$ cat src/rtl/cmec_pkg.sv
// ----------------------------------------------------------------------------
// cmec_pkg
// Shared constants and types for the closed mesh edge check block.
// ----------------------------------------------------------------------------
package cmec_pkg;

    // Edge table geometry
    localparam int SLOTS = 4096;
    localparam int IW    = $clog2(SLOTS);
    localparam int CW    = IW + 1;

    // Hash constants
    localparam logic [63:0] FNV_OFFSET = 64'hcbf29ce484222325;
    localparam logic [63:0] FNV_PRIME  = 64'h00000100000001b3;
    localparam logic [63:0] MIX_MUL    = 64'hbf58476d1ce4e5b9;
    localparam int          MIX_SHIFT1 = 29;
    localparam int          MIX_SHIFT2 = 32;

    // Sequencer last step indices
    localparam logic [2:0] HASH_LAST = 3'd5;
    localparam logic [2:0] MIX_LAST  = 3'd5;

    typedef struct packed {
        logic [31:0] x;
        logic [31:0] y;
        logic [31:0] z;
    } t_point;

    typedef struct packed {
        t_point a;
        t_point b;
        t_point c;
        logic   last;
    } t_tri;

    typedef struct packed {
        logic [63:0] lo_xy;
        logic [31:0] lo_zz;
        logic [63:0] hi_xy;
        logic [31:0] hi_zz;
        logic        fwd;
        logic        bwd;
    } t_slot;

    // Controller to datapath
    typedef struct packed {
        logic load;
        logic edge_start;
        logic hash;
        logic mix;
        logic read;
        logic check;
        logic report;
        logic clear;
    } t_cmd;

    // Datapath to controller
    typedef struct packed {
        logic failed;
        logic degen;
        logic step_end;
        logic used;
        logic match;
        logic probe_end;
        logic side_end;
        logic last_tri;
        logic clr_end;
        logic out_free;
    } t_status;

endpackage

$ cat src/rtl/cmec_ctrl.sv
// ----------------------------------------------------------------------------
// cmec_ctrl
// Sequencer for the edge check: clear sweep, per-edge hash and table probe.
// ----------------------------------------------------------------------------
module cmec_ctrl
    import cmec_pkg::*;
(
    input  logic    i_clk,
    input  logic    i_rst_n,
    input  logic    i_tri_valid,
    input  t_status i_status,
    output logic    o_tri_ready,
    output t_cmd    o_cmd
);

    typedef enum logic [8:0] {
        S_CLEAR  = 9'b000000001,
        S_IDLE   = 9'b000000010,
        S_EDGE   = 9'b000000100,
        S_HASH   = 9'b000001000,
        S_MIX    = 9'b000010000,
        S_READ   = 9'b000100000,
        S_CHECK  = 9'b001000000,
        S_REPORT = 9'b010000000,
        S_DONE   = 9'b100000000
    } t_state;

    t_state r_state;
    t_state n_state;

    // State register
    always_ff @(posedge i_clk) begin
        if (!i_rst_n) begin
            r_state <= S_CLEAR;
        end else begin
            r_state <= n_state;
        end
    end

    // Next state
    always_comb begin
        n_state = r_state;
        case (r_state)
            S_CLEAR: begin
                if (i_status.clr_end) n_state = S_IDLE;
            end
            S_IDLE: begin
                if (i_tri_valid) n_state = S_EDGE;
            end
            S_EDGE: begin
                if (i_status.failed || i_status.degen) n_state = S_DONE;
                else n_state = S_HASH;
            end
            S_HASH: begin
                if (i_status.step_end) n_state = S_MIX;
            end
            S_MIX: begin
                if (i_status.step_end) n_state = S_READ;
            end
            S_READ: begin
                n_state = S_CHECK;
            end
            S_CHECK: begin
                if (!i_status.used || i_status.match || i_status.probe_end) begin
                    n_state = i_status.side_end ? S_DONE : S_EDGE;
                end else begin
                    n_state = S_READ;
                end
            end
            S_DONE: begin
                n_state = i_status.last_tri ? S_REPORT : S_IDLE;
            end
            S_REPORT: begin
                if (i_status.out_free) n_state = S_CLEAR;
            end
            default: n_state = S_CLEAR;
        endcase
    end

    // Commands
    assign o_tri_ready      = (r_state == S_IDLE);
    assign o_cmd.load       = (r_state == S_IDLE) && i_tri_valid;
    assign o_cmd.edge_start = (r_state == S_EDGE);
    assign o_cmd.hash       = (r_state == S_HASH);
    assign o_cmd.mix        = (r_state == S_MIX);
    assign o_cmd.read       = (r_state == S_READ);
    assign o_cmd.check      = (r_state == S_CHECK);
    assign o_cmd.report     = (r_state == S_REPORT) && i_status.out_free;
    assign o_cmd.clear      = (r_state == S_CLEAR);

endmodule

$ cat config.mk
export PLATFORM = sky130hd
export DESIGN_NAME = cmec_ctrl
export DESIGN_NICKNAME = d
export VERILOG_FILES = /design/src/rtl/cmec_pkg.sv /design/src/rtl/cmec_ctrl.sv
export SDC_FILE = /design/constraint.sdc
export NUM_CORES = 1
export LEC_CHECK = 0
export ABC_AREA = 1
export BUFFER_PORTS_ARGS = -buffer_cell sky130_fd_sc_hd__clkbuf_2
export CAP_MARGIN = 20
export CORE_UTILIZATION = 40
export DETAILED_ROUTE_END_ITERATION = 10
export GPL_ROUTABILITY_DRIVEN = 0
export REMOVE_ABC_BUFFERS = 1
export SLEW_MARGIN = 5
export SYNTH_ARGS = -nofsm -noshare
export SYNTH_HDL_FRONTEND = slang
export SYNTH_SLANG_ARGS = --single-unit
$ cat constraint.sdc
create_clock -name i_clk -period 1.6 [get_ports i_clk]
set_clock_uncertainty 0.2 [all_clocks]
set_input_delay 0.24 -clock i_clk [delete_from_list [all_inputs] [get_ports i_clk]]
set_output_delay 0.24 -clock i_clk [all_outputs]
set_load 0.02 [all_outputs]
==> Yosys cells after proc, flatten, opt, wreduce, memory -nomap -nowiden <==
Cells that the tools add are included.
{ "word_totals": {"out_inout_bits": 9, "rom_bits": 0, "ff_bits": 9, "latchBits": 0, "memories": 0, "mem_bits_rw": 0, "word_cells": 32, "input_bits": 13} }
{ "classes": {"n_shift": 0, "magnitude_cmp": 0, "eq_ne": 14, "n_div": 0, "mul": 0, "mux": 10, "reduce_logical": 7, "bitwise_logic": 0, "add_sub_neg": 0} }
{ "op_table": {"columns": ["cell", "count"], "rows": [
  ["9-bit one-hot mux with 9 select lines", 1],
  ["9-bit 2-to-1 mux", 8],
  ["2-bit inequality test (second input constant)", 5],
  ["9-bit by 1-bit == test with 1-bit output (second input constant)", 1],
  ["9-bit by 2-bit == test with 1-bit output (second input constant)", 1],
  ["9-bit by 3-bit == test with 1-bit output (second input constant)", 1],
  ["9-bit by 4-bit == test with 1-bit output (second input constant)", 1],
  ["9-bit by 5-bit == test with 1-bit output (second input constant)", 1],
  ["9-bit by 6-bit == test with 1-bit output (second input constant)", 1],
  ["9-bit by 7-bit == test with 1-bit output (second input constant)", 1],
  ["9-bit by 8-bit == test with 1-bit output (second input constant)", 1],
  ["9-bit == test (second input constant)", 1],
  ["8-bit 2-to-1 mux", 1],
  ["5-bit AND reduction", 1],
  ["1-bit logical OR", 3],
  ["1-bit logical AND", 2],
  ["1-bit logical NOT", 1]
]} }

==> Logic depth before layout (Yosys ltp) <==
Gate-level depths: netlist of run 1.
{ "logic_depth": {"word_depth": 5, "depth_mapped": 11, "ltp_nobuf": 11} }

==> Least setup slack after synthesis of run 1 <==
No wires, ideal clock.
{ "synth_path": {"kind": "reg2out", "startpoint": "register r_state[5]", "endpoint": "output o_cmd[1] (netlist bit)", "path_stages_with_launch": 6, "arrival_ns": 1.304, "path_buffers": 0, "required_time_ns": 1.160, "slack_ns": -0.144, "cell_sequence": "dfxtp_1 -> inv_1 -> nand2_2 -> nor2_2 -> inv_1 -> nor4_1"} }
{ "synth_lines": {"columns": ["item", "line_no", "source"], "rows": [
  ["start: declaration", "cmec_ctrl.sv:28", "t_state r_state;"],
  ["start signal: assignment", "cmec_ctrl.sv:36", "r_state <= n_state;"],
  ["end: declaration", "cmec_ctrl.sv:13", "output t_cmd o_cmd"]
]} }

==> run metrics, run 1 <==
io pins=22; gr usage total=0.276; pre-CTS setup slack=-0.0205 ns; FF+latch count, synth=9; sequential cell area fraction in the yosys report=0.212; crit path kind=flip-flop to output pin; final hold viol count=0; DR WL/cell=roughly 15 µm; share of cells above drive strength 1=0.549; VDD IR-drop max=1.13 mV; slowest cell on the critical path=dfxtp_2; Post-Layout Inst Area=about 1500 µm²; Fillers=around 140; Syn. warnings=0; worst path cell trace=nor2_4 > buf_4 > nand3_2 > nor2_4 > clkbuf_8; final std cells w/o fill=~230; CTS tree=done; Crit Path Max Fanout=4; Die Footprint=~2300 µm²; # clock sinks=9; clock latency at the later pin of the worst-skew pair=approximately 0.26 ns; Cell Pwr Density=roughly 1600 nW/µm²; routed vias=between 1000 and 1500; Reg-to-Reg End=r_state[0]$_SDFFE_PN1P_; Post-Syn Area=about 850 µm²; max FFs per register=9; maximum clock path buffer count=2; biggest regs=r_state: 9 flops; Max Cap Viol=0; endpoints failing setup=18; total chip power=approximately 2.5 mW; outcome=complete, but fails checks; DR iter-0 viols=35; synthesis-to-finish area growth=81.6%; Worst slew margin=0.805; buffers added on ports=21; CP most frequent cell=nor2_4; Post-CTS Hold Fix Bufs=0; achievable clock frequency=approximately 0.54 GHz; vias in the first global route=a little under 1000; die height=about 48 µm; Hold Path Sink=r_state[3]$_SDFFE_PN0P_; dpl hpwl=~2100 µm; first-pass GRT wire length=4240 µm; gate count of the mapped netlist=roughly 150; DR DRC count=0; setup slack, reg-to-reg=-0.22 ns; Syn Area/Cell=a little under 6 µm²; sequential cell area=198 µm²; Slew @ Worst Pin=between 0.2 and 0.3 ns; Reg with most FFs=r_state; initial antenna violation count=0; crit end category=output pin; Post-DRT Antenna Nets=0; commonest non-fill, non-tap cell in the layout=buf_4; Die X=~48 µm; vias per cell=5.23; max-slew violations=0; Core Rows=16; unrepaired setup endpoints after global routing=yes; Tcrit/Tclk final=1.16; hold path cells=4; largest stage delay on the critical path=approximately 0.34 ns; Root Driver=clkbuf_4; Leakage=around 0.8 nW; Core ar.=1980 µm²; area of the multi-input gates=706 µm²; hold path start=i_status[9]; minimum clock period=~1.9 ns; commonest cells after routing, fill and taps aside=30 x buf_4, 25 x nand2_1, 22 x nor2_1; Reg2Reg Depth=10; Yosys top cell by area=dfxtp_1; Yosys cell types=21; Area after DPL=roughly 1100 µm²; initial core utilization=0.429; nets=220; Cells after DPL=207; pin count of the biggest net entering global routing=9; Critical Path AT=1.42 ns; Congestion Overflow GR=0; clk slew on worst S/H paths=~0.06 ns; final WL=around 3500 µm; main area contributors after synthesis=dfxtp_1 21%, nor2_1 13%, nand3_1 11%; Ant. Diodes=0; reg2reg start=r_state[6]$_SDFFE_PN0P_; Worst setup SP type=flip-flop; Worst EP required=about 1.2 ns; Num CTS Buffers=3; smallest setup slack after layout=-0.259 ns; share of the synthesized area in the top cell type=0.212; HP Class=input port to flip-flop; failing checks=setup timing; DRT Pass-1 Iters=4; H-tree levels=1
worst max-delay path by stage:
stage | from | endpoint | slack (ns) | cells after the start
finish | r_state[3]$_SDFFE_PN0P_ | o_cmd[4] | -0.26 | 5
CTS | r_state[7]$_SDFFE_PN0P_ | o_cmd[7] | -0.19 | 6
global route | r_state[3]$_SDFFE_PN0P_ | o_cmd[7] | -0.30 | 6
global placement | r_state[7]$_SDFFE_PN0P_ | r_state[7]$_SDFFE_PN0P_ | -0.02 | 10
detailed placement | r_state[3]$_SDFFE_PN0P_ | o_cmd[7] | -0.02 | 6
floorplan | r_state[5]$_SDFFE_PN0P_ | o_cmd[1] | -0.14 | 5
area by class of cell:
class,instances,share of cell area
clock buffers,4,0.0170
inverters,25,0.0656
flip-flops and latches,9,0.128
multi-input cells,110,0.457
well taps,27,0.0219
repair buffers,58,0.311
layer usage:
metal | track usage | up-vias | wire length (µm)
li1 | - | 578 | -
met1 | 0.349 | 549 | 1340
met2 | 0.454 | 75 | 1750
met3 | 0.0259 | 17 | 246
met4 | 0.167 | 0 | 170
met5 | 0 | - | 0
worst max-delay path: cells and delay by family (launching register included):
family,cells,cell delay [ns]
simple gates,3,0.48
buf+inv,2,0.32
flops,1,0.34
Yosys cell counts:
master	instances
o21bai_1	1
nand3_1	19
nand2_4	1
inv_1	23
nand2_2	6
nand3_4	1
buf_4	1
nand4_1	3
o21ai_0	2
nand2_1	25
dfxtp_1	9
o22ai_1	2
or3b_2	1
nand3_2	2
nor2_4	4
nor3_1	2
nor4_1	1
nor2_1	29
a21oi_1	2
nor2_2	9
inv_2	2
cells by family after synthesis:
logic type	after synthesis	synth area share
DFF	9	0.212
AOI/OAI and AO/OA	7	0.0471
buffers and inverters	26	0.119
and+or+nand+nor	103	0.622
repair_timing:
| item | 4_1_cts | 5_1_grt |
|---|---|---|
| endpoints found under the setup margin | 14 | 18 |
| resized for setup | 41 | 36 |
| buffers inserted | 12 | 10 |
| pin swaps | 13 | 17 |
power breakdown:
group	leakage (nW)	internal, mW	switching, mW
logic	0.711	0.873	1.04
registers	0.0771	0.294	0.0778
clock network	0.0150	0.0961	0.0791
per-stage QoR:
step,hold slack (ns),utilization,setup TNS [ns]
2_1_floorplan,0.124,-,-0.348
3_3_place_gp,0.352,0.552,-0.0841
3_5_place_dp,0.367,0.552,-0.0463
4_1_cts,0.0855,0.687,-2.31
5_1_grt,0.0991,0.780,-3.98
6_report,0.0802,0.780,-3.08
Power figures use the tool's default switching activity.
==> run 2: changes to the inputs <==
- ABC_AREA: 1 -> 0
- PLACE_DENSITY: not set -> 0.65
==> run metrics, run 2 <==
buffers added on ports=21; die height=between 40 and 50 µm; Synth Area in XOR/XNOR=0.0260; mux share of post-synthesis cell area=0.0148; Async S/R FF share, synth=0; Congestion Overflow GR=11; post-synthesis compound-gate area fraction=0.197; gr usage total=0.585; share of the synthesized area in the top cell type=0.267; largest family of logic cells by synthesized area=simple AND/OR/NAND/NOR gates; io pins=22; Num CTS Buffers=3; # clock sinks=9; sequential cell area fraction in the yosys report=0.267; gate count of the mapped netlist=a little over 80; H-tree levels=1; FF+latch count, synth=9; dpl hpwl=between 1000 and 1500 µm; Synth Area in Adders=0; pin count of the biggest net entering global routing=8; Simple-Gate Fraction of Synth Area=0.434; Core Rows=14; Root Driver=clkbuf_4; Die X=roughly 43 µm; most frequent cell after synthesis=nor2_1; Stop Error=[ERROR GRT-0232] Routing congestion too high. Check the congestion heatmap in the GUI.; Post-Syn Area=between 600 and 700 µm²; Syn. warnings=0; maximum clock path buffer count=2; Syn Area/Cell=around 8.2 µm²; ys flop type=dfxtp_1; Yosys top cell by area=dfxtp_1; Synth top cells by count=12 x nor2_1, 9 x dfxtp_1, 4 x inv_1, 4 x nor2b_1; Yosys cell types=40; worst_ep grt=o_cmd[1]; outcome=did not finish; Worst EP kind=top-level output; Halt Stage=global routing (5_1_grt); main area contributors after synthesis=dfxtp_1 27%, nor2_1 6.7%, nor3b_2 5.6%; number of enable flip-flop cells after synthesis=0; initial core utilization=0.438
-- run 2: stage by stage --
step / setup TNS (ns) / cell area, µm² / cells / util / worst slack, ns
2_1_floorplan: -0.622 / 648 / 78 / - / -0.159
3_3_place_gp: -0.945 / 931 / 136 / 0.604 / -0.109
3_5_place_dp: -1.31 / 931 / 136 / 0.604 / -0.196
4_1_cts: -3.69 / 1320 / 159 / 0.857 / -0.365
-- run 2: timing repair --
item                                    4_1_cts
hold buffers                                  1
gates cloned                                  0
setup buffers                                22
pin swaps                                    27
endpoints found under the setup margin       18
endpoints found under the hold margin         1
gates resized for setup                      58
-- run 2: logic make-up after synthesis --
| family | count (synthesis) |
|---|---|
| AOI/OAI and AO/OA | 18 |
| xor gates and xnor gates | 2 |
| buffers and inverters | 8 |
| DFF | 9 |
| muxes | 1 |
| and+or+nand+nor | 44 |
-- run 2: metal layers --
metal  overflow  track usage
met1          0        0.562
met2          5        0.830
met3          0        0.289
met4          6        0.679
met5          0            0
==> run 3: changes to the inputs <==
- CORE_AREA: not set -> 2 2 63 65
- CORE_UTILIZATION: 40 -> not set
- DIE_AREA: not set -> 0 0 65 67
- PLACE_DENSITY: 0.65 -> not set
- PLACE_DENSITY_LB_ADDON: not set -> 0.15
==> run metrics, run 3 <==
Worst slew margin=0.828; gr usage total=0.109; gate count of the mapped netlist=82; clock latency at the later pin of the worst-skew pair=~0.23 ns; largest stage delay on the critical path=between 0.3 and 0.4 ns; CTS tree=done; VDD IR-drop max=approximately 0.32 mV; ys flop type=dfxtp_1; Post-Layout Inst Area=between 1000 and 1500 µm²; HP Class=input port to flip-flop; Core ar.=about 3600 µm²; share of the synthesized area in the top cell type=0.267; Die Footprint=around 4400 µm²; commonest non-fill, non-tap cell in the layout=buf_4; routed vias=802; vias per cell=about 4.2; Worst EP required=between 1 and 1.5 ns; nets=around 160; # clock sinks=9; final WL=around 2200 µm; most frequent cell after synthesis=nor2_1; initial antenna violation count=0; Area after DPL=993 µm²; DR WL/cell=~12 µm; achievable clock frequency=~0.52 GHz; max FFs per register=9; failing checks=setup timing; Tcrit/Tclk final=1.21; final hold viol count=0; Yosys top cell by area=dfxtp_1; initial core utilization=0.187; biggest regs=r_state: 9 flops; Leakage=0.629 nW; Post-Syn Area=between 600 and 700 µm²; Post-DRT Antenna Nets=0; outcome=complete, but fails checks; crit path kind=flip-flop to output pin; pin count of the biggest net entering global routing=9; Yosys cell types=40; Fillers=between 300 and 400; DRT Pass-1 Iters=3; slowest cell on the critical path=dfxtp_2; Synth top cells by count=12 x nor2_1, 9 x dfxtp_1, 4 x inv_1, 4 x nor2b_1; H-tree levels=1; pre-CTS setup slack=-0.217 ns; Worst setup SP type=flip-flop; vias in the first global route=just under 800; Core Rows=22; Die X=65 µm; area of the multi-input gates=roughly 570 µm²; Setup TNS=-4.12 ns; share of cells above drive strength 1=0.674; Async S/R FF share, synth=0; DR DRC count=0; Reg with most FFs=r_state; unrepaired setup endpoints after global routing=yes; crit end category=output pin; io pins=22; commonest cells after routing, fill and taps aside=26 x buf_4, 13 x buf_6, 12 x clkbuf_2; Ant. Diodes=0; main area contributors after synthesis=dfxtp_1 27%, nor2_1 6.7%, nor3b_2 5.6%; Syn. warnings=0; sequential cell area=193 µm²; synthesis-to-finish area growth=108%; buffers added on ports=21; max-slew violations=0; number of enable flip-flop cells after synthesis=0; DR iter-0 viols=25; clk slew on worst S/H paths=roughly 0.050 ns; FF+latch count, synth=9; minimum clock period=between 1.5 and 2 ns; Root Driver=clkbuf_8; first-pass GRT wire length=about 3500 µm; Congestion Overflow GR=0; endpoints failing setup=18; final core occ=0.388; Slew @ Worst Pin=~0.26 ns; Cell Pwr Density=around 690 nW/µm²; Post-CTS Hold Fix Bufs=0; Syn Area/Cell=a little over 8 µm²; smallest setup slack after layout=-0.332 ns; Crit Path Max Fanout=2; dpl hpwl=between 1500 and 2000 µm; worst path cell trace=nor4_4 > nand2_2 > buf_6 > nor3b_4 > clkbuf_8; Num CTS Buffers=3; die height=approximately 67 µm; Critical Path AT=approximately 1.5 ns; Max Cap Viol=0; sequential cell area fraction in the yosys report=0.267; maximum clock path buffer count=2
[run 3: critical path: cells and delay by family (launching register included)]
family                 cells  cell delay [ns]
AND/OR/NAND/NOR            3             0.62
flip-flops                 1             0.33
buffers and inverters      2             0.32
[run 3: timing repair]
| action | in CTS | in global routing |
|---|---|---|
| pin swaps | 20 | 14 |
| gates cloned | 0 | 0 |
| gates resized for setup | 51 | 20 |
| setup buffers | 12 | 5 |
| endpoints found under the setup margin | 17 | 18 |
[run 3: layout make-up]
class,count,share of cell area
tap,48,0.0429
inverter,4,0.0107
clock buffer,4,0.0322
multi-input combinational,65,0.407
timing repair buffer,59,0.370
sequential,9,0.138
[run 3: layer usage]
metal	track usage	wire [µm]	part of all wire	up-vias
met1	0.124	972	0.44	372
met5	0	0	0	-
met2	0.192	1120	0.51	9
met3	0.0118	41	0.019	4
li1	-	-	-	417
met4	0.0718	50	0.023	0
[run 3: metrics by stage]
| step | hold slack [ns] | cells | total power [mW] |
|---|---|---|---|
| 6_report | 0.0244 | 189 | 0.962 |
| 5_1_grt | 0.0446 | 189 | 1.02 |
| 4_1_cts | 0.00136 | 187 | 0.922 |
| 3_5_place_dp | 0.247 | 171 | 0.570 |
| 3_3_place_gp | 0.238 | 171 | 0.572 |
| 2_1_floorplan | 0.118 | 78 | 0.422 |
[run 3: power breakdown]
part	total, mW	switching [mW]	leakage, nW	internal, mW
logic	0.440	0.195	0.530	0.245
registers	0.260	0.0181	0.0765	0.241
clock network	0.263	0.0893	0.0228	0.174
total	0.962	0.303	0.629	0.660
[run 3: worst paths after layout]
check / slack, ns / depth (start not counted) / start / to
max: -0.33 / 5 / r_state[1]$_SDFFE_PN0P_ / o_cmd[5]
min reg2reg: 0.50 / 3 / r_state[4]$_SDFFE_PN0P_ / r_state[4]$_SDFFE_PN0P_
max reg2reg: -0.25 / 9 / r_state[0]$_SDFFE_PN1P_ / r_state[8]$_SDFFE_PN0P_
min: 0.02 / 2 / i_rst_n / r_state[0]$_SDFFE_PN1P_
[run 3: cell families after synthesis]
| family | count (synthesis) | share of synthesized area |
|---|---|---|
| AND/OR/NAND/NOR | 44 | 0.434 |
| AO/OA/AOI/OAI | 18 | 0.197 |
| flip-flops | 9 | 0.267 |
| buffers and inverters | 8 | 0.0612 |
| XOR/XNOR | 2 | 0.0260 |
| multiplexers | 1 | 0.0148 |
==> run 4: changes to the inputs <==
- TNS_END_PERCENT: not set -> 5
==> run metrics, run 4 (synthesized netlist as in run 3, its figures left out) <==
clock latency at the later pin of the worst-skew pair=~0.23 ns; VDD IR-drop max=roughly 0.3 mV; hold path cells=2; Core ar.=about 3600 µm²; synthesis-to-finish area growth=82.2%; maximum clock path buffer count=2; clk slew on worst S/H paths=0.05 ns; share of cells above drive strength 1=0.573; Fin Hold WS=just under 0.005 ns; sequential cell area=about 190 µm²; Comb pwr share=0.418; initial core utilization=0.187; vias in the first global route=718; Root Driver=clkbuf_8; pin count of the biggest net entering global routing=9; Max Cap Viol=0; crit path kind=flip-flop to output pin; Critical Path AT=~1.5 ns; Worst EP required=between 1 and 1.5 ns; Slew @ Worst Pin=roughly 0.30 ns; sw frac=0.310; achievable clock frequency=between 0.5 and 0.6 GHz; internal cell power=617 µW; H-tree levels=1; io pins=22; Setup TNS=-4.38 ns; Core Rows=22; Tcrit/Tclk final=1.21; Reg-to-Reg End=r_state[4]$_SDFFE_PN0P_; commonest cells after routing, fill and taps aside=24 x buf_4, 12 x clkbuf_2, 10 x nor2_1; sequential share of power=0.288; first-pass GRT wire length=~3300 µm; Die X=65 µm; Reg with most FFs=r_state; Congestion Overflow GR=0; slowest cell on the critical path=dfxtp_4; Worst slew margin=0.803; failing checks=setup timing; Post-Layout Inst Area=1230 µm²; endpoints failing setup=17; DR DRC count=0; Post-DRT Antenna Nets=0; DRT Pass-1 Iters=2; Reg2Reg Depth=8; reg2reg start=r_state[2]$_SDFFE_PN0P_; Die Footprint=between 4000 and 5000 µm²; die height=about 67 µm; nets=about 150; dpl hpwl=1630 µm; Fillers=~380; minimum clock period=1.94 ns; WL met2=1040 µm; Cells after DPL=around 170; final hold viol count=0; outcome=complete, but fails checks; P_sw=approximately 280 µW; hold path start=i_rst_n; pre-CTS setup slack=-0.217 ns; DR iter-0 viols=3; total chip power=roughly 900 µW; max FFs per register=9; CTS tree=done; DR top layer=met4; final WL=about 2000 µm; Area after DPL=slightly below 1000 µm²; DR WL/cell=11.5 µm; Cell Pwr Density=~730 nW/µm²; smallest setup slack after layout=-0.335 ns; initial antenna violation count=0; area of the multi-input gates=roughly 520 µm²; commonest non-fill, non-tap cell in the layout=buf_4; biggest regs=r_state: 9 flops; Worst setup SP type=flip-flop; Post-CTS Hold Fix Bufs=0; Leakage=0.558 nW; final std cells w/o fill=between 150 and 200; Ant. Diodes=0; Crit Path Max Fanout=4; unrepaired setup endpoints after global routing=yes; worst path cell trace=buf_6 > nor3_4 > nand3_4 > nor2_4 > and2_1 > clkbuf_8; # clock sinks=9; HP Class=input port to flip-flop; Clock power frac=0.294; buffers added on ports=21; Num CTS Buffers=3; met3 wire length=about 44 µm; gr usage total=0.103; max-slew violations=0; routed vias=~760; WL met1=just over 900 µm; final core occ=0.341; crit end category=output pin; Hold Path Sink=r_state[0]$_SDFFE_PN1P_; vias per cell=~4.3; setup slack, reg-to-reg=-0.30 ns; largest stage delay on the critical path=0.36 ns
## run 4: cell count changes in the layout (fill, tap and decap cells not counted), moves of 2 or more
cell	delta
dfxtp_1	+4
buf_8	-5
buf_4	-2
buf_6	-6
clkbuf_8	+3
nor2_4	-3
dfxtp_2	-4
nor2_2	+2
## run 4: what timing repair did
item / in CTS / in global routing
pin swaps: 11 / 9
setup endpoints to repair: 17 / 18
setup buffers: 3 / 1
gates resized for setup: 31 / 12
## run 4: layout make-up
type                            count  area share
Clock buffer                        4      0.0367
Inverter                            4      0.0122
Multi-Input combinational cell     65       0.423
Sequential cell                     9       0.153
Tap cell                           48      0.0489
Timing Repair Buffer               49       0.327
## run 4: worst max path at each step
stage | to | cells after the start | startpoint | slack, ns
after global routing | o_cmd[1] | 5 | r_state[1]$_SDFFE_PN0P_ | -0.42
after detailed placement | o_cmd[1] | 5 | r_state[8]$_SDFFE_PN0P_ | -0.22
final | o_cmd[7] | 6 | r_state[2]$_SDFFE_PN0P_ | -0.34
after floorplan | o_cmd[7] | 4 | r_state[8]$_SDFFE_PN0P_ | -0.16
after global placement | r_state[0]$_SDFFE_PN1P_ | 5 | r_state[3]$_SDFFE_PN0P_ | -0.22
after CTS | o_cmd[5] | 5 | r_state[1]$_SDFFE_PN0P_ | -0.35
## run 4: layer usage
layer | vias up | GRT usage
met5 | - | 0
met4 | 0 | 0.0718
met3 | 4 | 0.0118
met2 | 9 | 0.173
met1 | 354 | 0.121
li1 | 396 | -
## run 4: power by group through the flow
stage / registers [mW] / logic [mW] / clock network (mW)
floorplan: 0.261 / 0.161 / 0
global placement: 0.255 / 0.318 / 0
detailed placement: 0.254 / 0.316 / 0
CTS: 0.257 / 0.372 / 0.273
global route: 0.259 / 0.406 / 0.284
finish: 0.257 / 0.374 / 0.264
## run 4: worst max-delay path: cells and delay by family (launching register included)
kind / cells / cell delay [ns]
DFF: 1 / 0.36
buffers and inverters: 2 / 0.27
and+or+nand+nor: 4 / 0.64
